**src/design/tes_pkg.sv**
```systemverilog
package tes_pkg;

  localparam int EVENT_SLOTS  = 16;
  localparam int CANCEL_SLOTS = 16;
  localparam int SLOT_IW = (EVENT_SLOTS > 1) ? $clog2(EVENT_SLOTS) : 1;
  localparam int CAN_IW  = (CANCEL_SLOTS > 1) ? $clog2(CANCEL_SLOTS) : 1;
  localparam int SCAN_MAX = (EVENT_SLOTS > CANCEL_SLOTS) ? EVENT_SLOTS : CANCEL_SLOTS;
  localparam int SCAN_W  = $clog2(SCAN_MAX + 1);
  localparam int LIVE_W  = $clog2(EVENT_SLOTS + 1);

  localparam int TICK_W = 64;
  localparam int ID_W   = 32;
  localparam int TASK_W = 16;
  localparam int MS_W   = 32;
  localparam int TPS_W  = 20;
  localparam int SWP_W  = 16;
  localparam int AGE_W  = 32;
  localparam int FLAG_W = 2;
  localparam int PROD_W = MS_W + TPS_W;

  localparam int FLAG_PERIODIC = 0;
  localparam int FLAG_SWITCH   = 1;

  localparam int CFG_IDX_W  = 2;
  localparam int CFG_DATA_W = TPS_W;
  localparam logic [CFG_IDX_W-1:0] CFG_TPS = 2'd0;
  localparam logic [CFG_IDX_W-1:0] CFG_SWP = 2'd1;
  localparam logic [TPS_W-1:0] TPS_RESET = 20'd100;
  localparam logic [SWP_W-1:0] SWP_RESET = 16'd20;

  typedef enum logic [1:0] {
    REQ_ADD_ONCE, REQ_ADD_PERIODIC, REQ_REMOVE, REQ_TICK
  } req_t;

  typedef enum logic [1:0] {
    KIND_ADD, KIND_REMOVE, KIND_EXPIRY, KIND_TICK
  } kind_t;

  typedef enum logic [1:0] {
    ST_OK, ST_BAD_ID, ST_TABLE_FULL, ST_CANCEL_FULL
  } status_t;

  typedef struct packed {
    logic               found;
    logic [TICK_W-1:0]  deadline;
    logic [AGE_W-1:0]   age;
    logic [SLOT_IW-1:0] idx;
    logic [ID_W-1:0]    ident;
    logic [TASK_W-1:0]  task_id;
    logic [MS_W-1:0]    period;
    logic [FLAG_W-1:0]  flags;
    logic               free_found;
    logic [SLOT_IW-1:0] free_idx;
  } slot_tok_t;

  typedef struct packed {
    logic               wr;
    logic               rearm;
    logic               clr;
    logic               rank_clr;
    logic               rank_step;
    logic               rank_commit;
    logic [SLOT_IW-1:0] idx;
    logic [TICK_W-1:0]  deadline;
    logic [ID_W-1:0]    ident;
    logic [TASK_W-1:0]  task_id;
    logic [MS_W-1:0]    period;
    logic [FLAG_W-1:0]  flags;
    logic [AGE_W-1:0]   age;
    logic [AGE_W-1:0]   bc_age;
    logic               bc_valid;
  } slot_cmd_t;

  typedef struct packed {
    logic              match;
    logic [CAN_IW-1:0] match_idx;
    logic              free_found;
    logic [CAN_IW-1:0] free_idx;
  } can_tok_t;

  typedef struct packed {
    logic              set;
    logic              clr;
    logic [CAN_IW-1:0] idx;
    logic [ID_W-1:0]   ident;
  } can_cmd_t;

endpackage

```
**src/design/tes_ms2tick.sv**
```systemverilog
module tes_ms2tick (
  input  logic                       clk,
  input  logic                       rst_n,
  input  logic                       start,
  input  logic [tes_pkg::MS_W-1:0]   ms,
  input  logic [tes_pkg::TPS_W-1:0]  tps,
  output logic                       busy,
  output logic [tes_pkg::PROD_W-1:0] ticks
);
  import tes_pkg::*;

  localparam int MS_PER_S = 1000;
  localparam int REM_W    = $clog2(MS_PER_S);
  localparam int DIG_W    = 16;
  localparam int DIGITS   = (PROD_W + DIG_W - 1) / DIG_W;
  localparam int WORK_W   = DIGITS * DIG_W;
  localparam int CUR_W    = REM_W + DIG_W;
  localparam int RECIP_SH = CUR_W + REM_W;
  localparam int MUL_W    = 2 * CUR_W + 1;
  localparam int CNT_W    = (DIGITS > 1) ? $clog2(DIGITS) : 1;
  // Rounded-up reciprocal of 1000; exact for every partial dividend below 2^CUR_W.
  localparam logic [CUR_W:0] RECIP = (CUR_W+1)'((64'd1 << RECIP_SH) / MS_PER_S + 1);

  logic [WORK_W-1:0] work_r;
  logic [REM_W-1:0]  rem_r;
  logic [CNT_W-1:0]  cnt_r;
  logic              busy_r;
  logic [CUR_W-1:0]  cur;
  logic [MUL_W-1:0]  prod;
  logic [DIG_W-1:0]  q_dig;
  logic [CUR_W-1:0]  back;
  logic [REM_W-1:0]  rem_nxt;

  // Long division by 1000 one 16-bit digit a cycle. Each quotient digit comes
  // from a reciprocal multiply of the running remainder joined with the next
  // dividend digit. The dividend shifts out at the top while quotient digits
  // enter at the bottom.
  assign cur     = {rem_r, work_r[WORK_W-1 -: DIG_W]};
  assign prod    = {{(CUR_W+1){1'b0}}, cur} * {{CUR_W{1'b0}}, RECIP};
  assign q_dig   = prod[RECIP_SH +: DIG_W];
  assign back    = CUR_W'(q_dig) * CUR_W'(MS_PER_S);
  assign rem_nxt = REM_W'(cur - back);

  always_ff @(posedge clk) begin
    if (!rst_n) begin
      busy_r <= 1'b0;
    end else if (start) begin
      busy_r <= 1'b1;
    end else if (busy_r && cnt_r == CNT_W'(DIGITS - 1)) begin
      busy_r <= 1'b0;
    end
  end

  always_ff @(posedge clk) begin
    if (start) begin
      work_r <= WORK_W'(PROD_W'(ms) * PROD_W'(tps));
      rem_r  <= '0;
      cnt_r  <= '0;
    end else if (busy_r) begin
      work_r <= {work_r[WORK_W-DIG_W-1:0], q_dig};
      rem_r  <= rem_nxt;
      cnt_r  <= cnt_r + CNT_W'(1);
    end
  end

  assign busy  = busy_r;
  assign ticks = work_r[PROD_W-1:0];

endmodule

```
**config.mk**
```make
export PLATFORM = sky130hd
export DESIGN_NAME = tes_ms2tick
export DESIGN_NICKNAME = d
export VERILOG_FILES = /design/src/design/tes_pkg.sv /design/src/design/tes_ms2tick.sv
export SDC_FILE = /design/constraint.sdc
export NUM_CORES = 2
export LEC_CHECK = 0
export ABC_AREA = 1
export BUFFER_PORTS_ARGS = -buffer_cell sky130_fd_sc_hd__buf_4
export CELL_PAD_IN_SITES_DETAIL_PLACEMENT = 1
export CELL_PAD_IN_SITES_GLOBAL_PLACEMENT = 2
export CORE_ASPECT_RATIO = 0.75
export CORE_UTILIZATION = 44
export CTS_BUF_LIST = sky130_fd_sc_hd__clkbuf_16
export DETAILED_ROUTE_END_ITERATION = 8
export MAX_ROUTING_LAYER = met4
export PLACE_DENSITY = 0.91
export SLEW_MARGIN = 20
export SYNTH_ARGS = -nofsm -noshare
export SYNTH_HDL_FRONTEND = slang
export SYNTH_SLANG_ARGS = --single-unit
```
**constraint.sdc**
```tcl
create_clock -name clk -period 18.9 [get_ports clk]
set_clock_uncertainty 0.1 [all_clocks]
set_input_delay 3.78 -clock clk [delete_from_list [all_inputs] [get_ports clk]]
set_output_delay 3.78 -clock clk [all_outputs]
set_load 0.05 [all_outputs]
```
==> reports/metrics.cfg <==
[cts]
insertion_delay_ns = 0.37
cts_tree = yes
post_cts_buffers = 0
htree_levels = 3
hold_buffers = 0
path_clk_slew_ns = 0.06
cts_resized = 0
clockBufferDepth = 2
cts_buffers = 9
cts.sinks = 77
root_buffer = clkbuf_16

[yosys]
synth.yosys.warnings = 0
ys_types = 48
yosysSeqAreaShare = 0.0583
syn-num-nets = 5580
synth_edf_count = 52
synth_ff_type = edfxtp_1
ys_async_sr_fraction = 0
avgSynthCellArea_um2 = 8.17
synth-seq-cells = 77
synth_area_um2 = 35300
syn_inst = 4326

[timing]
relSlewSlack = 0.369
rsz0062_at_grt = false
final_max_slew_viol_count = 0
tns_ns = 0
timing.final.crit_share = 0.566
timing.hold.ws_ns = 0.405
fin_crit_ns = 10.70
fin_ws_ns = 8.20
setup_viol = 0
worst_pin_slew_ns = 0.946
finalHoldViolCount = 0
fmax_ghz = 0.0934

[global_routing]
grt_max_degree = 53
grt_first_pass_wirelength_mm = 177
grt_usage = 0.297
grt_pass1_vias = 30100
overflow = 0
antenna_found_initial = 0

[setup_path]
r2r_cells = 40
required_ns = 18.93
path_max_fanout = 32
cp-end-kind = flop
crit_type = input port to flop
worstPathArrival_ns = 10.73
r2r_start = work_r[52]
worstSetupStartpointType = input port
critPathLaunch = tps[6]

[cells_and_area]
drive_gt1_frac = 0.0394
syn2layout_area_growth_pct = 4.37
nets = 5517
n_fill_cell = 9671

[die]
die_area_um2 = 81500
die_w_um = 329
ioPinCount = 108
fp.dieH_um = 247
initial_core_util = 0.447
core_um2 = 79100
rows = 89

[drt]
wl_per_cell_um = 21.3
ant_nets = 0
dr.pass1.iters = 7
drc_errors = 14
routed_wl_mm = 113
via_per_inst = 5.21
vias = 27700
drtIter0Drc = 1985

[placement]
place_ws_ns = 7.95
place.gp.congestion = 1.00
hpwl_mm = 95.5
port_buffers = 107

[min_path]
hold_depth = 1
worst_hold_path_type = flop to flop
min_from = cnt_r[1]

[run_status]
violations = design-rule violations
outcome = finished with violations

[job]
max-cap-violations = 0

## final timing paths
| path | end | slack [ns] |
|---|---|---|
| min | cnt_r[1] | 0.40 |
| max | work_r[43] | 8.20 |
| min reg2reg | cnt_r[1] | 0.40 |
| max reg2reg | rem_r[9] | 8.54 |
## Yosys cell counts, drive strengths merged (2+ instances only)
library cell	n	area share
a211oi	2	0.00042
a21boi	4	0.00085
a21o	5	0.0011
a21oi	127	0.019
a22o	3	0.00074
a31oi	27	0.0048
and2	2	0.00035
and3	4	0.00071
buf	54	0.011
clkbuf	135	0.014
dfxtp	25	0.014
edfxtp	52	0.044
fa	751	0.43
ha	448	0.16
inv	1269	0.13
nand2	1001	0.11
nand3	64	0.0095
nand4	19	0.0035
nor2	140	0.015
nor3	9	0.0013
nor4	5	0.0011
o211ai	7	0.0015
o21a	6	0.0013
o21ai	92	0.013
o21bai	7	0.0015
o221ai	4	0.00099
o22ai	3	0.00053
o31ai	3	0.00064
or2	23	0.0041
xnor2	23	0.0057
xor2	10	0.0025
## cell usage in the layout, fill, tap and decap left out, types with 5 or more instances in the layout
cell and count:
a21o_1 5, a21oi_1 124, a31oi_1 27, buf_4 116, clkbuf_16 9, dfxtp_1 25, edfxtp_1 52, fa_1 751
ha_1 448, inv_1 1267, nand2_1 996, nand2_2 5, nand3_1 61, nand4_1 18, nor2_1 135, nor2_2 5
nor3_1 9, o211ai_1 7, o21a_1 6, o21ai_0 84, o21ai_1 6, o21bai_1 7, or2_1 5, or2_2 14
xnor2_1 23, xor2_1 10
## critical path, cell delays in order
cell and delay, ns:
buf_4 0.38, nand2_1 0.18, fa_1 0.55, inv_1 0.06, fa_1 0.53, inv_1 0.05, fa_1 0.48, fa_1 0.53
fa_1 0.50, inv_1 0.06, fa_1 0.54, fa_1 0.45, ha_1 0.39, nand2_1 0.13, nor2_1 0.12, inv_1 0.11
nor2_1 0.18, inv_1 0.07, nor4_2 0.48, a21oi_1 0.27, o21ai_2 0.27, nand2_1 0.08, nand2_1 0.10, nand2_1 0.08
nand3_1 0.10, nand2_1 0.07, nand3_1 0.09, nand2_1 0.06
## cell families after synthesis
logic type,after synthesis,share of synthesized area
buffers and inverters,1459,0.161
AND/OR/NAND/NOR,1267,0.142
adder cells (fa/ha/maj),1199,0.584
AO/OA/AOI/OAI,291,0.0463
flip-flops,77,0.0583
XOR/XNOR,33,0.00818
## area by class of cell
cell class / instances / area, um^2 / area share
flip-flops and latches: 77 / 2060 / 0.0559
repair buffers: 116 / 871 / 0.0236
diodes: 1 / 2.50 / 0.0000678
inverters: 1269 / 4760 / 0.129
clock buffers: 9 / 225 / 0.00611
multi-input cells: 2790 / 27600 / 0.748
well taps: 1046 / 1310 / 0.0355
clock inverters: 7 / 56.3 / 0.00153
## through the flow
stage | instance area [um^2] | util | cells
after floorplan | 35300 | - | 4326
after global placement | 36600 | 0.463 | 5298
after detailed placement | 36600 | 0.463 | 5298
after CTS | 36900 | 0.466 | 5314
after global routing | 36900 | 0.466 | 5314
final | 36900 | 0.467 | 5315
## flip-flops by register name (all words and copies together), names as in the netlist
signal / flops
rem_r: 10
busy: 1
work_r: 64
cnt_r: 2
## metal layers
layer,GRT usage,vias up,routed length [um]
li1,-,12400,-
met1,0.430,14300,53300
met2,0.437,866,49100
met3,0.0492,142,8420
met4,0.0603,0,2430
met5,-,-,0
Power is left out: the tool's default activity adds up to more than one toggle a clock period on the data nets, which glitch-free logic cannot reach.
