File: src/design/tes_pkg.sv
package tes_pkg;

  localparam int EVENT_SLOTS  = 16;
  localparam int CANCEL_SLOTS = 16;
  localparam int SLOT_IW = (EVENT_SLOTS > 1) ? $clog2(EVENT_SLOTS) : 1;
  localparam int CAN_IW  = (CANCEL_SLOTS > 1) ? $clog2(CANCEL_SLOTS) : 1;
  localparam int SCAN_MAX = (EVENT_SLOTS > CANCEL_SLOTS) ? EVENT_SLOTS : CANCEL_SLOTS;
  localparam int SCAN_W  = $clog2(SCAN_MAX + 1);
  localparam int LIVE_W  = $clog2(EVENT_SLOTS + 1);

  localparam int TICK_W = 64;
  localparam int ID_W   = 32;
  localparam int TASK_W = 16;
  localparam int MS_W   = 32;
  localparam int TPS_W  = 20;
  localparam int SWP_W  = 16;
  localparam int AGE_W  = 32;
  localparam int FLAG_W = 2;
  localparam int PROD_W = MS_W + TPS_W;

  localparam int FLAG_PERIODIC = 0;
  localparam int FLAG_SWITCH   = 1;

  localparam int CFG_IDX_W  = 2;
  localparam int CFG_DATA_W = TPS_W;
  localparam logic [CFG_IDX_W-1:0] CFG_TPS = 2'd0;
  localparam logic [CFG_IDX_W-1:0] CFG_SWP = 2'd1;
  localparam logic [TPS_W-1:0] TPS_RESET = 20'd100;
  localparam logic [SWP_W-1:0] SWP_RESET = 16'd20;

  typedef enum logic [1:0] {
    REQ_ADD_ONCE, REQ_ADD_PERIODIC, REQ_REMOVE, REQ_TICK
  } req_t;

  typedef enum logic [1:0] {
    KIND_ADD, KIND_REMOVE, KIND_EXPIRY, KIND_TICK
  } kind_t;

  typedef enum logic [1:0] {
    ST_OK, ST_BAD_ID, ST_TABLE_FULL, ST_CANCEL_FULL
  } status_t;

  typedef struct packed {
    logic               found;
    logic [TICK_W-1:0]  deadline;
    logic [AGE_W-1:0]   age;
    logic [SLOT_IW-1:0] idx;
    logic [ID_W-1:0]    ident;
    logic [TASK_W-1:0]  task_id;
    logic [MS_W-1:0]    period;
    logic [FLAG_W-1:0]  flags;
    logic               free_found;
    logic [SLOT_IW-1:0] free_idx;
  } slot_tok_t;

  typedef struct packed {
    logic               wr;
    logic               rearm;
    logic               clr;
    logic               rank_clr;
    logic               rank_step;
    logic               rank_commit;
    logic [SLOT_IW-1:0] idx;
    logic [TICK_W-1:0]  deadline;
    logic [ID_W-1:0]    ident;
    logic [TASK_W-1:0]  task_id;
    logic [MS_W-1:0]    period;
    logic [FLAG_W-1:0]  flags;
    logic [AGE_W-1:0]   age;
    logic [AGE_W-1:0]   bc_age;
    logic               bc_valid;
  } slot_cmd_t;

  typedef struct packed {
    logic              match;
    logic [CAN_IW-1:0] match_idx;
    logic              free_found;
    logic [CAN_IW-1:0] free_idx;
  } can_tok_t;

  typedef struct packed {
    logic              set;
    logic              clr;
    logic [CAN_IW-1:0] idx;
    logic [ID_W-1:0]   ident;
  } can_cmd_t;

endpackage

File: src/design/tes_cancel_cell.sv
module tes_cancel_cell (
  input  logic                       clk,
  input  logic                       rst_n,
  input  logic [tes_pkg::CAN_IW-1:0] my_idx,
  input  logic [tes_pkg::ID_W-1:0]   key,
  input  tes_pkg::can_cmd_t          cmd,
  input  tes_pkg::can_tok_t          tok_in,
  output tes_pkg::can_tok_t          tok_out
);
  import tes_pkg::*;

  logic            valid_r;
  logic [ID_W-1:0] ident_r;
  can_tok_t        tok_r;
  can_tok_t        tok_nxt;
  logic            sel;

  assign sel = (cmd.idx == my_idx);

  always_comb begin
    tok_nxt = tok_in;
    if (!tok_in.match && valid_r && ident_r == key) begin
      tok_nxt.match     = 1'b1;
      tok_nxt.match_idx = my_idx;
    end
    if (!tok_in.free_found && !valid_r) begin
      tok_nxt.free_found = 1'b1;
      tok_nxt.free_idx   = my_idx;
    end
  end

  always_ff @(posedge clk) begin
    if (!rst_n) begin
      valid_r <= 1'b0;
    end else if (cmd.set && sel) begin
      valid_r <= 1'b1;
    end else if (cmd.clr && sel) begin
      valid_r <= 1'b0;
    end
  end

  always_ff @(posedge clk) begin
    tok_r <= tok_nxt;
    if (cmd.set && sel) begin
      ident_r <= cmd.ident;
    end
  end

  assign tok_out = tok_r;

endmodule

File: config.mk
export PLATFORM = sky130hd
export DESIGN_NAME = tes_cancel_cell
export DESIGN_NICKNAME = d
export VERILOG_FILES = /design/src/design/tes_pkg.sv /design/src/design/tes_cancel_cell.sv
export SDC_FILE = /design/constraint.sdc
export NUM_CORES = 1
export LEC_CHECK = 0
export BUFFER_PORTS_ARGS = -buffer_cell sky130_fd_sc_hd__buf_2
export CAP_MARGIN = 20
export CORE_MARGIN = 3
export CORE_UTILIZATION = 25
export CTS_CLUSTER_DIAMETER = 50
export DETAILED_ROUTE_END_ITERATION = 8
export SLEW_MARGIN = 20
export SYNTH_ARGS = -nofsm -noshare
export SYNTH_HDL_FRONTEND = slang
export SYNTH_SLANG_ARGS = --single-unit
File: constraint.sdc
create_clock -name clk -period 4.7 [get_ports clk]
set_input_delay 0.47 -clock clk [delete_from_list [all_inputs] [get_ports clk]]
set_output_delay 0.47 -clock clk [all_outputs]
set_load 0.02 [all_outputs]
==> qor.yml, run 1 <==
root_buffer: "clkbuf_8"
antenna_found_initial: 0
first_global_vias: 1135
htreeDepth: 2
nets: 295
drive_gt1_share_pct: 54.3
clkTransAtPathRegs_ns: 0.08
drt-total-wl_mm: 3.71
initial_core_util_pct: 26.5
cp.required_ns: 4.87
synth_cell_types: 18
skew_ns: 0.00484
whs_path_depth: 1
clockBufferDepth: 2
hold_viol_final: 0
fin_hold_ws_ns: 0.354
ctsResizeCount: 0
cellPowerDensity_nw_per_um2: 339
grt_remaining_overflow: 0
min_period_ns: 1.67
rsz0062_at_grt: "false"
hold_start: "cmd[2]"
syn_area_um2: 1720
endpoint_kind: "flip-flop"
cts_tree: "yes"
tns_ns: 0
slew_headroom_pct: 72.6
timing.rr.start: "ident_r[20]$_DFFE_PP_"
setup_viol: 0
rows: 29
hp-class: "in -> reg"
drc: 0
diodes: 0
critPathKind: "reg -> reg"
max_freq_ghz: 0.598
wl_per_cell_um: 12.9
yosysTopAreaCellShare_pct: 55.8
yosysTopAreaCell: "edfxtp_1"
place_area_um2: 2300
layout_commonest_cell: "buf_2"
syn_nets: 192
report.final.slew_viol_count: 0
wl_met1_mm: 1.58
cap_violations: 0
ant_nets: 0
die_area_um2: 7920
io_pins: 96
vias: 1171
grt_usage_pct: 9.21
path_max_fanout: 5
met3_length_um: 390
top_layer_used: "met4"
p_leak_nw: 0.963
holdBufCountCts: 0
place_congestion: 0.675
ys_top_cells_by_area: "edfxtp_1, xnor2_1, dfxtp_1"
fp.dieH_um: 89.0
synthToLayoutAreaGrowth_pct: 41.0
hold_end: "ident_r[2]$_DFFE_PP_"
reg2reg_depth: 5
tightest_slew_ns: 0.412
yosys_warnings: 0
ys_seq_area_share_pct: 68.6
cp-start-kind: "flip-flop"
drt-initial-drc-count: 36
dpl_worst_slack_ns: 2.68
viasPerCell: 4.08
core_area_um2: 6490
worst_r2r_endpoint: "tok_out[6]$_DFF_P_"
peakVddDrop_v: 0.000169
ys_seq_elements: 43
final_cell_mix: "buf_2, edfxtp_1, xnor2_1, dfxtp_1, mux2_2"
status: "completed"
port_buffers: 95
syn_area_per_cell_um2: 16.3
final_area_um2: 2430
clock_latency_ns: 0.28
clock_sinks: 43
firstDrtPassIters: 4
rrSetupSlack_ns: 3.03
timing.final.ws_setup_ns: 3.03
grt_max_degree: 34
die_x_um: 89.0
grt_pass1_wl_mm: 5.36
dp_cells: 279
timing.final.crit_share_pct: 35.6
final_cells: 287
crit_arrival_ns: 1.84
syn_inst: 106
cts_buffers: 5
met2_length_mm: 1.70
post_cts_buffers: 0
[how the worst max path moves through the flow]
stage                     startpoint                     to  slack (ns)  depth (start not counted)
2_1_floorplan              my_idx[1]   ident_r[0]$_DFFE_PP_        2.55                          3
3_3_place_gp               my_idx[1]   ident_r[0]$_DFFE_PP_        2.73                          5
3_5_place_dp               my_idx[1]  ident_r[13]$_DFFE_PP_        2.68                          5
4_1_cts         ident_r[4]$_DFFE_PP_     tok_out[6]$_DFF_P_        2.97                          5
5_1_grt                    my_idx[1]  ident_r[30]$_DFFE_PP_        2.86                          5
6_report       ident_r[20]$_DFFE_PP_     tok_out[6]$_DFF_P_        3.03                          5
[critical path, cell delays in order (launching register included)]
cell and delay, ns:
edfxtp_1 0.38, xnor2_1 0.14, nand4_1 0.12, nor4_2 0.38, nand3_2 0.21, mux2_2 0.33
[routing by layer]
| layer | global-route usage, % | vias to the layer above |
|---|---|---|
| met5 | 0 | - |
| met3 | 3.69 | 5 |
| met4 | 3.11 | 0 |
| met1 | 11.5 | 518 |
| li1 | - | 588 |
| met2 | 14.5 | 60 |
[registers in the layout (all words and copies together) (netlist names)]
| signal | cells |
|---|---|
| ident_r | 32 |
| valid_r | 1 |
| tok_out | 10 |
[synth_stat cells]
| library cell | number |
|---|---|
| nor4_1 | 1 |
| nor4_2 | 1 |
| nand3_1 | 1 |
| nand2b_1 | 1 |
| nor2_1 | 1 |
| nor3_1 | 1 |
| nand4_1 | 7 |
| a21boi_0 | 1 |
| xnor2_1 | 31 |
| o21a_1 | 1 |
| nand3_2 | 1 |
| xor2_1 | 5 |
| or2b_1 | 1 |
| and2_1 | 1 |
| dfxtp_1 | 11 |
| edfxtp_1 | 32 |
| nor4b_2 | 1 |
| mux2_2 | 8 |
[report_power, final]
group / internal [mW] / switching [mW]
registers: 0.423 / 0.00511
logic: 0.0500 / 0.0362
clock network: 0.191 / 0.118
[kinds of logic after synthesis]
kind of cell    synth area share, %
compound gates                0.872
xor+xnor                       18.3
flops                          68.6
mux                            5.23
simple gates                   7.04
[layout make-up]
class,count,area (um^2)
multi-input cells,63,542
clock inverters,1,30.0
flip-flops and latches,43,1180
well taps,77,96.3
fillers,631,4070
clock buffers,7,97.6
repair buffers,96,483
[stage by stage]
step	power, mW	utilization [%]
after floorplan	0.475	-
after global placement	0.523	35.4
after detailed placement	0.525	35.4
after CTS	0.841	37.4
after global routing	0.867	37.4
final	0.824	37.4
Note: power is estimated with default switching activity, not from simulation.
==> run 2, diff against run 1 <==
clock period = 1.6 ns   (was 4.7 ns; I/O delays follow)
==> run 2 against run 1 <==
- the flow now finishes with violations (negative setup slack)
- via count increased by 1.5%
- maximum frequency increased by 1.2%
- setup slack got worse by 3.1 ns
- die area unchanged
- global-route usage increased by 0.16 points
- hold slack got worse by 0.31 ns
- critical path depth unchanged
- first-iteration DRC count increased by 22%
- critical endpoint is now tok_out[5]$_DFF_P_
- highest routed layer unchanged
==> qor.yml, run 2 (synthesized netlist as in run 1, its figures left out) <==
rsz0062_at_grt: "true"
final_cell_mix: "buf_2, edfxtp_1, xnor2_1, dfxtp_1"
critPathKind: "reg -> reg"
layout_commonest_cell: "buf_2"
violations: "negative setup slack"
slew_headroom_pct: 76.4  # +3.8 points
reg2reg_depth: 5  # unchanged
critPathBufInv: 0  # unchanged
firstDrtPassIters: 4  # unchanged
final_core_util_pct: 38.2  # +0.77 points
diodes: 0  # unchanged
cpPeakStageDelay_ns: 0.39  # about the same
drive_gt1_share_pct: 55.0  # +0.69 points
hold_start: "cmd[0]"
ant_nets: 0  # unchanged
cp.required_ns: 1.78  # -3.09 ns
path_cells: "xnor2_1 -> nand4_1 -> nor4_4 -> nand3_4 -> mux2_4"
grt_max_degree: 34  # unchanged
antenna_found_initial: 0  # unchanged
clock_latency_ns: 0.29  # about the same
drt-total-wl_mm: 3.79  # +2.0%
max_freq_ghz: 0.605  # +1.2%
cellPowerDensity_nw_per_um2: 983  # +190%
cp_slowest_cell: "edfxtp_1"
rows: 29  # unchanged
final_cells: 288  # +0.35%
crit_arrival_ns: 1.83  # about the same
nets: 296  # +0.34%
place_congestion: 0.711  # +5.3%
grt_pass1_wl_mm: 5.46  # +1.9%
peakVddDrop_v: 0.000379  # +120%
cts_tree: "yes"
core_area_um2: 6490  # unchanged
hold_end: "ident_r[0]$_DFFE_PP_"
io_pins: 96  # unchanged
die_area_um2: 7920  # unchanged
drc: 0  # unchanged
cap_violations: 0  # unchanged
timing.rr.start: "ident_r[14]$_DFFE_PP_"
p_leak_nw: 0.996  # +3.4%
largest-register: "ident_r"
vias: 1189  # +1.5%
grt_usage_pct: 9.37  # +0.16 points
tightest_slew_ns: 0.353  # -0.0590 ns
timing.final.crit_share_pct: 103  # +68 points
whs_path_depth: 1  # unchanged
hp-class: "in -> reg"
status: "finished, violations left"
worst_r2r_endpoint: "tok_out[5]$_DFF_P_"
largest_reg_flops: 32  # unchanged
fp.dieH_um: 89.0  # unchanged
initial_core_util_pct: 26.5  # unchanged
htreeDepth: 2  # unchanged
root_buffer: "clkbuf_8"
cts_buffers: 5  # unchanged
port_buffers: 95  # unchanged
die_x_um: 89.0  # unchanged
hold_viol_final: 0  # unchanged
holdBufCountCts: 0  # unchanged
first_global_vias: 1215  # +7.0%
path_max_fanout: 5  # unchanged
finalPower_mw: 2.44  # +200%
drt-initial-drc-count: 44  # +22%
dp_hpwl_mm: 3.05
grt_remaining_overflow: 0  # unchanged
dp_cells: 280  # +0.36%
tns_ns: -0.133  # -0.133 ns
wl_per_cell_um: 13.2  # +1.7%
clockBufferDepth: 2  # unchanged
min_period_ns: 1.65  # -0.0194 ns
clkTransAtPathRegs_ns: 0.08  # about the same
setup_viol: 4  # +4
post_cts_buffers: 0  # unchanged
viasPerCell: 4.13  # +1.2%
clock_sinks: 43  # unchanged
report.final.slew_viol_count: 0  # unchanged
rrSetupSlack_ns: -0.05  # -3.08 ns
skew_ns: 0.00423  # -0.000615 ns
endpoint_kind: "flip-flop"
cp-start-kind: "flip-flop"
path_delay_family: "simple AND/OR/NAND/NOR gates"
timing.final.ws_setup_ns: -0.0515  # -3.08 ns
synthToLayoutAreaGrowth_pct: 43.9
## run 2: area by class of cell
type                       count  area, um^2
sequential                    43        1180
timing repair buffer          97         503
clock buffer                   7        97.6
fill                         652        4020
clock inverter                 1        30.0
tap                           77        96.3
multi-input combinational     63         572
## run 2: power by group
part | leakage, nW | internal [mW] | switching [mW]
combinational | 0.551 | 0.150 | 0.110
sequential | 0.381 | 1.24 | 0.0148
clock | 0.0636 | 0.561 | 0.359
## run 2: timing repair
action / in CTS / in global routing
pin swaps: 1 / 2
resized for setup: 0 / 4
endpoints found under the setup margin: 4 / 5
endpoints found under the hold margin: 0 / 0
## run 2: worst register-to-register path: stages (launching register included)
cell and delay [ns]:
edfxtp_1 0.39, xnor2_1 0.15, nand4_1 0.17, nor4_4 0.38, nand3_4 0.15, mux2_4 0.31
## run 2: metrics by stage
stage	hold WS, ns	setup slack, ns	instance area, um^2
finish	0.0411	-0.0515	2480
global route	0.0172	-0.196	2480
CTS	0.0234	-0.0733	2450
detailed placement	0.338	-0.0833	2320
global placement	0.337	-0.0371	2320
floorplan	0.256	0.0958	1720
## run 2: worst max-delay path by stage
stage                                      end             startpoint  cells past startpoint  slack (ns)
after floorplan           ident_r[0]$_DFFE_PP_              my_idx[1]                      3         0.1
after global placement      tok_out[5]$_DFF_P_  ident_r[14]$_DFFE_PP_                      5       -0.04
after detailed placement    tok_out[7]$_DFF_P_  ident_r[14]$_DFFE_PP_                      5       -0.08
after CTS                   tok_out[7]$_DFF_P_  ident_r[20]$_DFFE_PP_                      5       -0.07
after global routing        tok_out[5]$_DFF_P_  ident_r[29]$_DFFE_PP_                      5       -0.20
final                       tok_out[5]$_DFF_P_  ident_r[14]$_DFFE_PP_                      5       -0.05
## run 2: per-layer routing
layer	vias up	share of wire, %	global-route usage (%)
li1	592	-	-
met1	535	40	10.6
met2	58	48	15.9
met3	4	11	3.41
met4	0	0.74	4.06
met5	-	0	0
