`src/design/tes_pkg.sv`:
```
package tes_pkg;

  localparam int EVENT_SLOTS  = 16;
  localparam int CANCEL_SLOTS = 16;
  localparam int SLOT_IW = (EVENT_SLOTS > 1) ? $clog2(EVENT_SLOTS) : 1;
  localparam int CAN_IW  = (CANCEL_SLOTS > 1) ? $clog2(CANCEL_SLOTS) : 1;
  localparam int SCAN_MAX = (EVENT_SLOTS > CANCEL_SLOTS) ? EVENT_SLOTS : CANCEL_SLOTS;
  localparam int SCAN_W  = $clog2(SCAN_MAX + 1);
  localparam int LIVE_W  = $clog2(EVENT_SLOTS + 1);

  localparam int TICK_W = 64;
  localparam int ID_W   = 32;
  localparam int TASK_W = 16;
  localparam int MS_W   = 32;
  localparam int TPS_W  = 20;
  localparam int SWP_W  = 16;
  localparam int AGE_W  = 32;
  localparam int FLAG_W = 2;
  localparam int PROD_W = MS_W + TPS_W;

  localparam int FLAG_PERIODIC = 0;
  localparam int FLAG_SWITCH   = 1;

  localparam int CFG_IDX_W  = 2;
  localparam int CFG_DATA_W = TPS_W;
  localparam logic [CFG_IDX_W-1:0] CFG_TPS = 2'd0;
  localparam logic [CFG_IDX_W-1:0] CFG_SWP = 2'd1;
  localparam logic [TPS_W-1:0] TPS_RESET = 20'd100;
  localparam logic [SWP_W-1:0] SWP_RESET = 16'd20;

  typedef enum logic [1:0] {
    REQ_ADD_ONCE, REQ_ADD_PERIODIC, REQ_REMOVE, REQ_TICK
  } req_t;

  typedef enum logic [1:0] {
    KIND_ADD, KIND_REMOVE, KIND_EXPIRY, KIND_TICK
  } kind_t;

  typedef enum logic [1:0] {
    ST_OK, ST_BAD_ID, ST_TABLE_FULL, ST_CANCEL_FULL
  } status_t;

  typedef struct packed {
    logic               found;
    logic [TICK_W-1:0]  deadline;
    logic [AGE_W-1:0]   age;
    logic [SLOT_IW-1:0] idx;
    logic [ID_W-1:0]    ident;
    logic [TASK_W-1:0]  task_id;
    logic [MS_W-1:0]    period;
    logic [FLAG_W-1:0]  flags;
    logic               free_found;
    logic [SLOT_IW-1:0] free_idx;
  } slot_tok_t;

  typedef struct packed {
    logic               wr;
    logic               rearm;
    logic               clr;
    logic               rank_clr;
    logic               rank_step;
    logic               rank_commit;
    logic [SLOT_IW-1:0] idx;
    logic [TICK_W-1:0]  deadline;
    logic [ID_W-1:0]    ident;
    logic [TASK_W-1:0]  task_id;
    logic [MS_W-1:0]    period;
    logic [FLAG_W-1:0]  flags;
    logic [AGE_W-1:0]   age;
    logic [AGE_W-1:0]   bc_age;
    logic               bc_valid;
  } slot_cmd_t;

  typedef struct packed {
    logic              match;
    logic [CAN_IW-1:0] match_idx;
    logic              free_found;
    logic [CAN_IW-1:0] free_idx;
  } can_tok_t;

  typedef struct packed {
    logic              set;
    logic              clr;
    logic [CAN_IW-1:0] idx;
    logic [ID_W-1:0]   ident;
  } can_cmd_t;

endpackage

```
`src/design/tes_slot_cell.sv`:
```
module tes_slot_cell (
  input  logic                        clk,
  input  logic                        rst_n,
  input  logic [tes_pkg::SLOT_IW-1:0] my_idx,
  input  logic [tes_pkg::TICK_W-1:0]  tick,
  input  tes_pkg::slot_cmd_t          cmd,
  input  tes_pkg::slot_tok_t          tok_in,
  output tes_pkg::slot_tok_t          tok_out,
  output logic                        valid,
  output logic [tes_pkg::AGE_W-1:0]   age
);
  import tes_pkg::*;

  logic               valid_r;
  logic [TICK_W-1:0]  deadline_r;
  logic [ID_W-1:0]    ident_r;
  logic [TASK_W-1:0]  task_r;
  logic [MS_W-1:0]    period_r;
  logic [FLAG_W-1:0]  flags_r;
  logic [AGE_W-1:0]   age_r;
  logic [LIVE_W-1:0]  rank_r;
  slot_tok_t          tok_r;
  slot_tok_t          tok_nxt;
  logic               sel;
  logic               elig;

  assign sel = (cmd.idx == my_idx);

  // Keep the running best unless this slot is due and earlier (or older on a tie).
  always_comb begin
    tok_nxt = tok_in;
    elig = valid_r && (deadline_r <= tick);
    if (elig && (!tok_in.found || deadline_r < tok_in.deadline ||
                 (deadline_r == tok_in.deadline && age_r < tok_in.age))) begin
      tok_nxt.found    = 1'b1;
      tok_nxt.deadline = deadline_r;
      tok_nxt.age      = age_r;
      tok_nxt.idx      = my_idx;
      tok_nxt.ident    = ident_r;
      tok_nxt.task_id  = task_r;
      tok_nxt.period   = period_r;
      tok_nxt.flags    = flags_r;
    end
    if (!tok_in.free_found && !valid_r) begin
      tok_nxt.free_found = 1'b1;
      tok_nxt.free_idx   = my_idx;
    end
  end

  always_ff @(posedge clk) begin
    if (!rst_n) begin
      valid_r <= 1'b0;
    end else if (cmd.wr && sel) begin
      valid_r <= 1'b1;
    end else if (cmd.clr && sel) begin
      valid_r <= 1'b0;
    end
  end

  always_ff @(posedge clk) begin
    tok_r <= tok_nxt;
    if (cmd.wr && sel) begin
      deadline_r <= cmd.deadline;
      ident_r    <= cmd.ident;
      task_r     <= cmd.task_id;
      period_r   <= cmd.period;
      flags_r    <= cmd.flags;
      age_r      <= cmd.age;
    end else if (cmd.rearm && sel) begin
      deadline_r <= cmd.deadline;
      age_r      <= cmd.age;
    end else if (cmd.rank_commit && valid_r) begin
      age_r <= AGE_W'(rank_r);
    end
    if (cmd.rank_clr) begin
      rank_r <= '0;
    end else if (cmd.rank_step && cmd.bc_valid && cmd.bc_age < age_r) begin
      rank_r <= rank_r + LIVE_W'(1);
    end
  end

  assign tok_out = tok_r;
  assign valid   = valid_r;
  assign age     = age_r;

endmodule

```
`config.mk`:
```
export PLATFORM = sky130hd
export DESIGN_NAME = tes_slot_cell
export DESIGN_NICKNAME = d
export VERILOG_FILES = /design/src/design/tes_pkg.sv /design/src/design/tes_slot_cell.sv
export SDC_FILE = /design/constraint.sdc
export NUM_CORES = 1
export LEC_CHECK = 0
export ABC_CLOCK_PERIOD_IN_PS = 9800
export BUFFER_PORTS_ARGS = -buffer_cell sky130_fd_sc_hd__buf_2
export CAP_MARGIN = 10
export CORE_AREA = 2 2 276 278
export DETAILED_ROUTE_END_ITERATION = 16
export DIE_AREA = 0 0 278 280
export PLACE_DENSITY = 0.4
export SLEW_MARGIN = 20
export SYNTH_ARGS = -nofsm -noshare
export SYNTH_HDL_FRONTEND = slang
export SYNTH_SLANG_ARGS = --single-unit
```
`constraint.sdc`:
```
create_clock -name clk -period 9.8 [get_ports clk]
set_clock_uncertainty 0.05 [all_clocks]
set_input_delay 1.96 -clock clk [delete_from_list [all_inputs] [get_ports clk]]
set_output_delay 1.96 -clock clk [all_outputs]
set_load 0.02 [all_outputs]
```
==> results of run 1 <==
placed cells by master (no fill, tap or decap), types with 8 or more instances in the layout:
master,netlist,final
sky130_fd_sc_hd__a21oi_1,69,69
sky130_fd_sc_hd__edfxtp_1,178,178
sky130_fd_sc_hd__dfxtp_1,194,194
sky130_fd_sc_hd__nor2_1,21,21
sky130_fd_sc_hd__clkinv_2,0,10
sky130_fd_sc_hd__mux2i_1,32,32
sky130_fd_sc_hd__buf_2,0,699
sky130_fd_sc_hd__clkbuf_16,0,47
sky130_fd_sc_hd__clkbuf_8,0,8
sky130_fd_sc_hd__mux2_2,10,10
sky130_fd_sc_hd__nor3_1,9,9
sky130_fd_sc_hd__nand2_1,44,44
sky130_fd_sc_hd__a21o_1,18,18
sky130_fd_sc_hd__o21ai_0,25,25
sky130_fd_sc_hd__inv_1,190,190
sky130_fd_sc_hd__mux2_4,100,100
sky130_fd_sc_hd__diode_2,0,13
sky130_fd_sc_hd__and4_1,8,8
sky130_fd_sc_hd__ha_1,191,191
sky130_fd_sc_hd__and2_1,29,28
sky130_fd_sc_hd__nand3_1,17,17
sky130_fd_sc_hd__mux2_1,49,49
sky130_fd_sc_hd__clkbuf_1,4,9
sky130_fd_sc_hd__nand4_1,31,31
power by group:
part | switching, mW | internal [mW] | total [mW]
clock network | 0.714 | 1.00 | 1.71
logic | 0.276 | 0.227 | 0.503
registers | 0.0392 | 1.71 | 1.75
total | 1.03 | 2.94 | 3.97
worst paths after layout:
path | slack [ns] | cells after the start | start | end
setup / recovery | 3.91 | 12 | tok_in[137] | tok_out[11]
hold / removal | 0.42 | 1 | period_r[28] | tok_out[35]
hold reg to reg | 0.42 | 1 | period_r[28] | tok_out[35]
setup reg to reg | 4.94 | 10 | deadline_r[14] | tok_out[11]
routing by layer:
layer	track usage, %	share of wire [%]
met4	4.89	2.4
met2	27.0	50
met3	4.41	6.6
met1	18.2	41
met5	0	0.24
cells by family after synthesis:
family                     count (synthesis)
xor gates and xnor gates                   7
buffers and inverters                    214
and+or+nand+nor                          188
muxes                                    191
AOI/OAI and AO/OA                        154
DFF                                      372
adders and majority gates                191
registers in the layout, summed over array words and instances, names as in the netlist:
name,cells
rank_r,5
valid,1
tok_out,188
flags_r,2
task_r,16
ident_r,32
period_r,32
age,32
deadline_r,64
cell type report:
type                    instances  area [µm²]
diodes                         13        32.5
clock buffers                  64        1320
clock inverters                22         203
fillers                      7819       52000
inverters                     190         713
multi-input cells             731        6940
flip-flops and latches        372        9230
well taps                     978        1220
repair buffers                706        3560
==> out/results.txt, run 1 <==
By area, the combinational part of the netlist is dominated by multiplexers. The share of the synthesized netlist area taken by xor and xnor gates is 0.356%, and the post-cts repair resize count is 0. Averaged over all synthesized cells, the footprint is 13.1 µm².

The iteration-0 DRC count of the detailed router came out at 411. The worst slack at placement is 3.12 ns, and the total power per unit cell area is 171 nW/µm². The primary flip-flop cell chosen by synthesis mapping was sky130_fd_sc_hd__dfxtp_1.

Max-cap violations in this run came to 0. By instance count, the leading cell after synthesis is sky130_fd_sc_hd__dfxtp_1. The non-filler instance count after layout was 3076; the post-synth net total was 1987. Counting both buffers and inverters, the worst setup path holds a total of 4. The largest delay contributor family on the critical path was buffers and inverters. Core box area: 75200 µm².

Synthesis produced 1317 cells. The worst-skew pair later-pin latency is 0.59 ns. Sorting the synthesized cells by area gives the leading types as sky130_fd_sc_hd__edfxtp_1, sky130_fd_sc_hd__dfxtp_1, sky130_fd_sc_hd__ha_1.

The initial utilization of the core area, before any placement, comes to 22.9%. During placement, the flow inserted port buffers numbering 699. CTS placed an instance of sky130_fd_sc_hd__clkbuf_16 at the clock tree root. The compound-cell area share of the yosys netlist was 5.61%. The number of global-route vias before repair was 13600.

Highest net fanout along the worst path: 44. The first global-routing pass estimated 89300 µm of wire. The share of synthesized area spent on multiplexers was 14.4%; the static leakage was 11.0 nW. In this run, post-CTS hold repair placed 0 buffers. The final worst hold slack is 0.418 ns. TritonCTS built the clock tree. Counting instances in the post-synthesis netlist gives the leading cell types as sky130_fd_sc_hd__dfxtp_1, sky130_fd_sc_hd__ha_1, sky130_fd_sc_hd__inv_1.

The tools report the final count of hold timing violations as 0. The post-route fraction of the period consumed by the critical path came out at 60.1%. The floorplan step set the die height to 280 µm.

The worst-case clock buffer depth is 3, and the DRC violation count after routing is 0. STA puts the critical path data arrival time at 6.31 ns. In the final layout, the share of cells above drive strength 1 is 42.9%. The tools report the number of failing setup endpoints in the final timing report as 0. From left edge to right edge, the die measures 278 µm. During synthesis, Yosys emitted a total of 0 warnings. Number of nets in the layout: 2718.

The clock slew at the register clock pins of the worst setup and hold paths was 0.06 ns. The worst slew margin relative to its limit was 37.1%; the fraction of the mapped netlist area in adder cells was 13.9%. The floorplan step defined a die boundary enclosing 77800 µm². The number of flops mapped to enable cells by yosys came out at 178. Data on the critical path is required at its endpoint by 10.22 ns. The global router's overall resource usage was 15.5%. The total instance count after detailed placement was 2977. Detailed routing inserted a total of 12800 vias. Cells fill 30.9% of the core in the end. After synthesis the netlist holds a flip-flop and latch count of 372. After synthesis the cells add up to 17200 µm². Among the stages of the critical path, the cell type that occurs most often is sky130_fd_sc_hd__buf_4.

The maximum number of pins on one net before global-route repair came out at 104. Pin placement for this block handled 700 I/O pins. For this run, the detailed router's first-pass iteration total came to 6. Detailed placement finished with a half-perimeter wire length of 51000 µm.

For this run, asynchronously set or reset flops after synthesis account for 0%. The post-synthesis simple-gate area fraction was 5.91%; the count of different cell masters after synthesis was 48. The floorplan has 101 rows. The leftover overflow at the end of global routing is 0.

The congestion estimate from routability-driven global placement came to 0.841. The maximum single-stage delay on the critical path works out to 0.77 ns. The type of the tightest min-delay check is register to register. After synthesis, the largest area contributor takes up 31.0% of total cell area.

Number of antenna violations at the first check in global routing: 26. The pin slew with the least headroom to its limit was 0.943 ns. For this design, the sink count on the clock tree is 372. The largest area contributor in the netlist is sky130_fd_sc_hd__edfxtp_1.

The final number of max-transition violations is 0, and the final routed wirelength across all metal layers is 62600 µm. Walking the worst path, the cells encountered are buf_2, inv_1, ha_1, nand4_1, nor4_2, o211ai_1, a2111o_1, o21a_1, a22oi_4, buf_4, buf_4, mux2_4. CTS built an H-tree with a depth of 2.

The post-detailed-route wirelength per cell works out to 20.3 µm. For the finished layout, the period the worst path requires is 5.89 ns. The peak supply drop came out at 0.000115 V. The run gives 0 as the post-CTS repair timing setup buffer count.

The flow ran to the end, and the final reports show no timing, DRC or antenna violations. The tools report the CTS buffer count as 47. Setup repair after global routing left no endpoint under its margin. The slowest stage of the critical path is the sky130_fd_sc_hd__buf_4 cell. The finished cells cover 23200 µm². The residual antenna-violating net count after detailed routing is 0.

In the post-route analysis, the smallest setup slack over all paths is 3.91 ns. The average vias per placed instance is 4.16, and the area growth from synthesis to layout is 34.9%. The critical path class was input pin to register.

The share of the Yosys chip area taken by registers is 53.6%. After layout, the design draws a total of 3.97 mW. The cell area after placement is 21700 µm², and the post-route setup TNS is 0 ns. The worst setup path is launched from an input pin.

The highest clock rate is 0.170 GHz. The worst setup path is captured at a register.
Power figures use the tool's default switching activity.
==> run 2, diff against run 1 <==
ABC_CLOCK_PERIOD_IN_PS = 5500   (was 9800)
CORE_AREA = 2 2 271 273   (was 2 2 276 278)
DIE_AREA = 0 0 273 275   (was 0 0 278 280)
PLACE_DENSITY = 0.41   (was 0.4)
clock period = 5.5 ns   (was 9.8 ns; I/O delays follow)
==> run 2 against run 1 <==
- setup slack worse by 2.6 ns
- first-iteration DRC count decreased by 0.49%
- combinational power increased by 80%
- count of clock-buffer cells in the layout is 2 higher
- sequential share of layout area decreased by 0.12 points
- total power is 78% higher
- cell count decreased by 0.52%
- global-route usage increased by 0.33 points
- largest cell class unchanged
- largest power group unchanged
- highest routed layer unchanged
==> out/results.txt, run 2 (same netlist as run 1, synthesis figures left out) <==
The overall power is 7.08 mW (was 3.97 mW), and the die width is 273 µm (was 278 µm). The maximum single-stage delay on the critical path was 0.44 ns (was 0.77 ns). The final count of hold timing violations is 0 (unchanged).

Setup repair after global routing left no endpoint under its margin. The switching fraction of total power works out to 25.9% (about the same). TritonCTS built the clock tree. The hold path startpoint was task_r[5] (was period_r[28]). The kind of end point of the critical path is a register (unchanged). The worst slew margin relative to its limit was 36.9% (was 37.1%).

The die outline height works out to 275 µm (was 280 µm). The tools report the worst-case hold path end point as tok_out[44] (was tok_out[35]). The power dissipated by switching net loads was 1.83 mW (was 1.03 mW); the number of vias after detailed routing was 12800 (about the same). The logs give 4.20% (was 4.41%) for the met3 global-route usage and 13400 (was 13600) for the number of global-route vias before repair.

The post-detailed-route wirelength per cell works out to 20.3 µm (about the same). The tools report the post-CTS repair timing setup buffer count as 0 (unchanged). The total non-filler cell area in the finished layout is 23300 µm² (was 23200 µm²).

The core box area was 72300 µm² (was 75200 µm²); the portion of total power attributed to the clock network was 43.2% (about the same). Layout filler cell count: 7530 (was 7819). For the iteration-0 DRC count of the detailed router, the log shows 409 (was 411).

Critical path class: input pin to register (unchanged). The total buffers and inverters traversed by the critical path is 4 (unchanged). Critical path, cell by cell: buf_2, inv_1, ha_1, nand4_1, or3_1, or3_1, nand3b_4, a2111o_1, o21a_1, a22oi_4, buf_12, buf_12, mux2_4 (was buf_2, inv_1, ha_1, nand4_1, nor4_2, o211ai_1, a2111o_1, o21a_1, a22oi_4, buf_4, buf_4, mux2_4). The number of antenna violations at the first check in global routing is 26 (unchanged). The run finished with clean final reports.

The number of failing setup endpoints in the final timing report was 0 (unchanged); the cell area after placement was 21800 µm² (was 21700 µm²). The run gives 0 (unchanged) as the post-cts repair resize count. Cell chosen for the clock root: sky130_fd_sc_hd__clkbuf_16 (unchanged).

The floorplan die area is 75100 µm² (was 77800 µm²). The DRC violation count after routing is 0 (unchanged), and the relative contribution of combinational cells to total power is 12.7% (about the same). For the routability-driven placement congestion ratio, the log shows 0.844 (was 0.841).

The start of the worst register-to-register path is deadline_r[61] (was deadline_r[14]). The final critical path takes up 75.6% of the cycle. The final routed wirelength across all metal layers is 62100 µm (was 62600 µm). The number of port buffers is 699 (unchanged), and the highest clock rate is 0.241 GHz.

Site row count: 99 (was 101). Busiest layer in global routing: met2 (unchanged). The first-pass GRT wire length was 87200 µm (was 89300 µm). The terminus of the critical flop-to-flop path was tok_out[84] (was tok_out[11]).

The run gives 15.8% (was 15.5%) as the global router's overall resource usage. Sort of element at the start of the critical path: an input pin (unchanged). The part of the power in registers was 44.0% (was 44.1%). The cell type of the slowest stage on the worst timing path is sky130_fd_sc_hd__or3_1 (was sky130_fd_sc_hd__buf_4).

Largest delay contributor family on the critical path: simple AND/OR/NAND/NOR gates (was buffers and inverters). The tools report the post-route setup TNS as 0 ns (unchanged). Average vias per placed instance: 4.18 (was 4.16). The run gives 5.25 mW (was 2.94 mW) as the internal power. For the data required time of the critical path, the log shows 5.91 ns (was 10.22 ns).

The instance count along the most critical hold path came out at 1 (unchanged). The reg2reg setup slack was 1.55 ns (was 4.94 ns); the max-capacitance violation count was 0 (unchanged). The maximum number of pins on one net before global-route repair came out at 73 (was 104). The logs give 0.784 ns (was 3.12 ns) for the worst slack at placement and 18.4% (was 18.2%) for the met1 usage. Most used cells in the layout excluding fill and tap cells: sky130_fd_sc_hd__buf_2, sky130_fd_sc_hd__dfxtp_1, sky130_fd_sc_hd__ha_1 (unchanged). For the CTS buffer count, the log shows 46 (was 47).

The area growth from synthesis to layout is 35.3% (was 34.9%). The run gives 2723 (was 2718) as the number of nets in the layout. The arrival time of data at the critical path endpoint is 4.57 ns (was 6.31 ns), and the clock sink count is 372 (unchanged). The logs give 3 (unchanged) for the worst-case clock buffer depth and 23.8% (was 22.9%) for the initial cell density of the core. The highest net fanout along the worst path is 36 (was 44).

Type of the tightest min-delay check: register to register (unchanged). The total power per unit cell area is 304 nW/µm² (was 171 nW/µm²). The clock slew at the register clock pins of the worst setup and hold paths works out to 0.06 ns (about the same).

The final number of max-transition violations came out at 0 (unchanged). Number of cell instances on the worst register-to-register path: 11 (was 10). The number of H-tree levels was 2 (unchanged). The number of hold buffers added after cts is 0 (unchanged), and the leftover overflow at the end of global routing is 0 (unchanged). Residual antenna-violating net count after detailed routing: 0 (unchanged). The placed wire-length estimate came out at 50900 µm (was 51000 µm).

The number of top-level pins is 700 (unchanged), and the static leakage is 11.1 nW (was 11.0 nW). For the worst-case setup margin in the final layout, the log shows 1.34 ns (was 3.91 ns). The logs give 0.57 ns (was 0.59 ns) for the worst-skew pair later-pin latency and 32.2% (was 30.9%) for the final standard cell utilization of the core. The logs give 0.000255 V (was 0.000115 V) for the peak supply drop and 28.1% (was 27.0%) for the met2 global-route usage.

Count of TritonRoute iterations in the first routing pass: 4 (was 6). The leading cell type in the layout, fill and taps excluded was sky130_fd_sc_hd__buf_2 (unchanged). The routed design could run at a clock period as short as 4.16 ns. Share of cells above drive strength 1: 43.1% (was 42.9%). Pin slew with the least headroom to its limit: 0.946 ns (was 0.943 ns). The number of flip-flops under the largest register name was 188 (unchanged).
[run 2: changes by cell type in the layout (fill, tap and decap cells not counted), moves of 3 or more]
cell                       before  now
sky130_fd_sc_hd__inv_6          0    3
sky130_fd_sc_hd__clkinv_2      10    6
sky130_fd_sc_hd__buf_12         1    6
sky130_fd_sc_hd__clkbuf_8       8   11
sky130_fd_sc_hd__diode_2       13   10
[run 2: area by class of cell]
type	count	area, µm²	share of cell area (%)
diodes	10	25.0	0.107
clock buffers	66	1340	5.74
clock inverters	20	180	0.773
inverters	190	713	3.06
multi-input cells	731	6940	29.8
flip-flops and latches	372	9230	39.6
well taps	959	1200	5.15
repair buffers	712	3670	15.8
[run 2: per-layer routing]
| metal | part of all wire (%) | wire length, µm |
|---|---|---|
| met5 | 0.24 | 146 |
| met1 | 40 | 24900 |
| met2 | 50 | 31200 |
| met3 | 7.1 | 4420 |
| met4 | 2.3 | 1460 |
[run 2: per-stage QoR]
stage | instances | hold slack (ns)
after floorplan | 1317 | 0.393
after global placement | 2964 | 0.402
after detailed placement | 2964 | 0.409
after CTS | 3050 | 0.414
after global routing | 3059 | 0.419
final | 3060 | 0.414
[run 2: worst register-to-register path: cells and delay by family, from the launching register on]
family,cells,cell delay [ns]
buffers and inverters,2,0.64
DFF,1,0.45
muxes,1,0.38
and+or+nand+nor,4,1.15
AOI/OAI and AO/OA,3,0.83
adders and majority gates,1,0.33
[run 2: worst max path at each step]
stage	start	end	slack [ns]	cells past startpoint
after floorplan	my_idx[1]	age[0]	0.36	6
after global placement	tok_in[183]	tok_out[25]	0.84	13
after detailed placement	tok_in[183]	tok_out[84]	0.78	13
after CTS	tok_in[183]	tok_out[84]	1.41	13
after global routing	tok_in[183]	tok_out[84]	1.26	13
final	tok_in[183]	tok_out[84]	1.34	13
[run 2: power groups by stage]
| stage | Sequential (mW) | Combinational, mW | Clock, mW |
|---|---|---|---|
| after detailed placement | 3.18 | 0.913 | 0 |
| after CTS | 3.12 | 0.919 | 3.18 |
| after global routing | 3.13 | 0.997 | 3.28 |
| after global placement | 3.18 | 0.902 | 0 |
| final | 3.12 | 0.903 | 3.06 |
| after floorplan | 3.29 | 0.364 | 0 |
==> run 3, diff against run 2 <==
ABC_CLOCK_PERIOD_IN_PS = 3820   (was 5500)
CORE_AREA = 2 2 269 271   (was 2 2 271 273)
DIE_AREA = 0 0 271 273   (was 0 0 273 275)
PLACE_DENSITY = 0.43   (was 0.41)
clock period = 3.82 ns   (was 5.5 ns; I/O delays follow)
==> run 3 against run 2 <==
- final area up 1.6%
- combinational power up 47%
- register-to-register slack got worse by 1.4 ns
- global-route usage rose by 0.49 points
- sequential power grew 44%
- sequential cell count stayed put
- wire length up 1.7%
- sequential share of layout area shrank 0.62 points
- cell count grew 1.1%
==> out/results.txt, run 3 (same netlist as run 1, synthesis figures left out) <==
For the iteration-0 DRC count of the detailed router, the log shows 507 (was 409). The pin slew with the least headroom to its limit was 0.797 ns (was 0.946 ns). Based on the critical path, the design can be clocked at up to 0.274 GHz.

The reg2reg setup slack was 0.17 ns (was 1.55 ns). The maximum single-stage delay on the critical path is 0.46 ns (was 0.44 ns). Kind of end point of the critical path: a register (unchanged).

The tools report the worst slack at placement as -0.451 ns (was 0.784 ns). The post-route setup TNS was 0 ns (unchanged). The max-capacitance violation count is 0 (unchanged), and the die width is 271 µm (was 273 µm).

In the finished design, the share of the clock period the worst path needs comes to 95.4%. The core box area came out at 71000 µm² (was 72300 µm²). The tools report the number of antenna violations at the first check in global routing as 27 (was 26). The count of TritonRoute iterations in the first routing pass is 4 (unchanged). The DRC violation count after routing is 0 (unchanged), and the number of failing setup endpoints in the final timing report is 0 (unchanged). The static leakage was 11.3 nW (was 11.1 nW). Layout filler cell count: 7308 (was 7530). The leftover overflow at the end of global routing was 0 (unchanged). The worst slew margin relative to its limit came out at 46.7% (was 36.9%). Most used cells in the layout excluding fill and tap cells: sky130_fd_sc_hd__buf_2, sky130_fd_sc_hd__dfxtp_1, sky130_fd_sc_hd__ha_1 (unchanged).

Setup repair after global routing left no endpoint under its margin. CTS buffer count: 47 (was 46). The highest net fanout along the worst path came out at 19 (was 36).

Hold path startpoint: cmd[116] (was task_r[5]). The placed wire-length estimate is 52300 µm (was 50900 µm). The logs give 372 (unchanged) for the clock sink count and 72 (was 73) for the maximum number of pins on one net before global-route repair.

The floorplan die area is 74000 µm² (was 75100 µm²). The instance count along the most critical hold path was 1 (unchanged); the residual antenna-violating net count after detailed routing was 0 (unchanged). The cell area after placement is 22000 µm² (was 21800 µm²).

The tools report the cell chosen for the clock root as sky130_fd_sc_hd__clkbuf_16 (unchanged). The non-filler instance count after layout was 3093 (was 3060). For the number of nets in the layout, the log shows 2760 (was 2723). For the initial cell density of the core, the log shows 24.3% (was 23.8%). The worst-case hold path end point is ident_r[1] (was tok_out[44]). The total buffers and inverters traversed by the critical path came out at 3 (was 4). TritonCTS built the clock tree. For the portion of total power attributed to the clock network, the log shows 43.7% (was 43.2%). The switching fraction of total power came out at 25.9% (about the same). The flow ran to the end, and the final reports show no timing, DRC or antenna violations.

The run gives 0.174 ns (was 1.34 ns) as the worst-case setup margin in the final layout. Sort of element at the start of the critical path: a register (was an input pin). The logs give 23700 µm² (was 23300 µm²) for the total non-filler cell area in the finished layout and 88900 µm (was 87200 µm) for the first-pass GRT wire length. The tools report the overall power as 10.4 mW (was 7.08 mW). The time the final worst path needs with I/O delays and setup is 3.65 ns, and the number of port buffers is 699 (unchanged). The total power per unit cell area was 438 nW/µm² (was 304 nW/µm²); the arrival time of data at the critical path endpoint was 4.10 ns (was 4.57 ns). Internal power: 7.67 mW (was 5.25 mW). The logs give 13500 (was 13400) for the number of global-route vias before repair and 13000 (was 12800) for the number of vias after detailed routing. The relative contribution of combinational cells to total power was 12.9% (was 12.7%); the worst-case clock buffer depth was 3 (unchanged). The worst-skew pair later-pin latency was 0.59 ns (was 0.57 ns). The clock slew at the register clock pins of the worst setup and hold paths was 0.06 ns (about the same); the final routed wirelength across all metal layers was 63200 µm (was 62100 µm). The final number of max-transition violations is 0 (unchanged), and the routability-driven placement congestion ratio is 0.868 (was 0.844). The tools report the global router's overall resource usage as 16.3% (was 15.8%). The number of cell instances on the worst register-to-register path was 12 (was 11). The number of flip-flops under the largest register name works out to 188 (unchanged).

The largest delay contributor family on the critical path was simple AND/OR/NAND/NOR gates (unchanged). Critical path, cell by cell: ha_1, nand4_1, or3_1, or3_1, nand3b_4, a2111o_1, o21a_1, a22oi_4, buf_12, buf_12, buf_4, mux2i_1 (was buf_2, inv_1, ha_1, nand4_1, or3_1, or3_1, nand3b_4, a2111o_1, o21a_1, a22oi_4, buf_12, buf_12, mux2_4). For the final count of hold timing violations, the log shows 0 (unchanged). The peak supply drop was 0.000293 V (was 0.000255 V). The area growth from synthesis to layout came out at 37.4% (was 35.3%). The run gives 2986 (was 2964) as the total instance count after detailed placement.

The number of H-tree levels was 2 (unchanged); the power dissipated by switching net loads was 2.68 mW (was 1.83 mW). Critical path class: register to register (was input pin to register). The part of the power in registers was 43.4% (was 44.0%); the site row count was 98 (was 99). The tools report the terminus of the critical flop-to-flop path as tok_out[100] (was tok_out[84]). The type of the tightest min-delay check was input pin to register (was register to register). The share of cells above drive strength 1 is 44.2% (was 43.1%). The die outline height is 273 µm (was 275 µm). The cell type of the slowest stage on the worst timing path is sky130_fd_sc_hd__edfxtp_1 (was sky130_fd_sc_hd__or3_1). The number of top-level pins is 700 (unchanged). The tools report the start of the worst register-to-register path as deadline_r[61] (unchanged). The leading cell type in the layout, fill and taps excluded is sky130_fd_sc_hd__buf_2 (unchanged). The data required time of the critical path was 4.27 ns (was 5.91 ns); the post-detailed-route wirelength per cell was 20.4 µm (was 20.3 µm). The average vias per placed instance works out to 4.20 (was 4.18).
run 3: layer usage:
layer	vias to the layer above	GRT usage [%]	wire length, µm
li1	6286	-	-
met1	6136	19.0	25500
met2	435	28.5	31700
met3	110	4.62	4180
met4	16	5.66	1640
met5	-	0	119
run 3: per-stage QoR:
stage / util (%) / hold WS (ns)
floorplan: - / 0.393
global placement: 31.0 / 0.404
detailed placement: 31.0 / 0.409
CTS: 33.2 / 0.255
global route: 33.3 / 0.263
finish: 33.3 / 0.297
run 3: power by group through the flow:
stage	clock network (mW)	logic, mW	registers [mW]
5_1_grt	4.83	1.47	4.52
3_5_place_dp	0	1.34	4.59
6_report	4.53	1.33	4.50
4_1_cts	4.68	1.35	4.50
3_3_place_gp	0	1.33	4.59
2_1_floorplan	0	0.525	4.73
run 3: final cells by class:
cell class,count,area [µm²],share of cell area [%]
diodes,16,40.0,0.169
clock buffers,65,1330,5.64
clock inverters,21,239,1.01
inverters,190,713,3.01
multi-input cells,731,6940,29.3
flip-flops and latches,372,9230,39.0
well taps,950,1190,5.02
repair buffers,748,3980,16.8
run 3: worst max path at each step:
stage | from | endpoint | depth (start not counted)
floorplan | my_idx[1] | flags_r[0] | 3
global placement | tok_in[170] | tok_out[21] | 14
detailed placement | tok_in[170] | tok_out[21] | 14
CTS | deadline_r[47] | tok_out[100] | 13
global route | deadline_r[61] | tok_out[100] | 12
finish | deadline_r[61] | tok_out[100] | 12
run 3: timing repair:
action                     4_1_cts  5_1_grt
buffers inserted                 0        5
hold buffers                     0        0
gates resized for setup          0        2
setup endpoints to repair        0      165
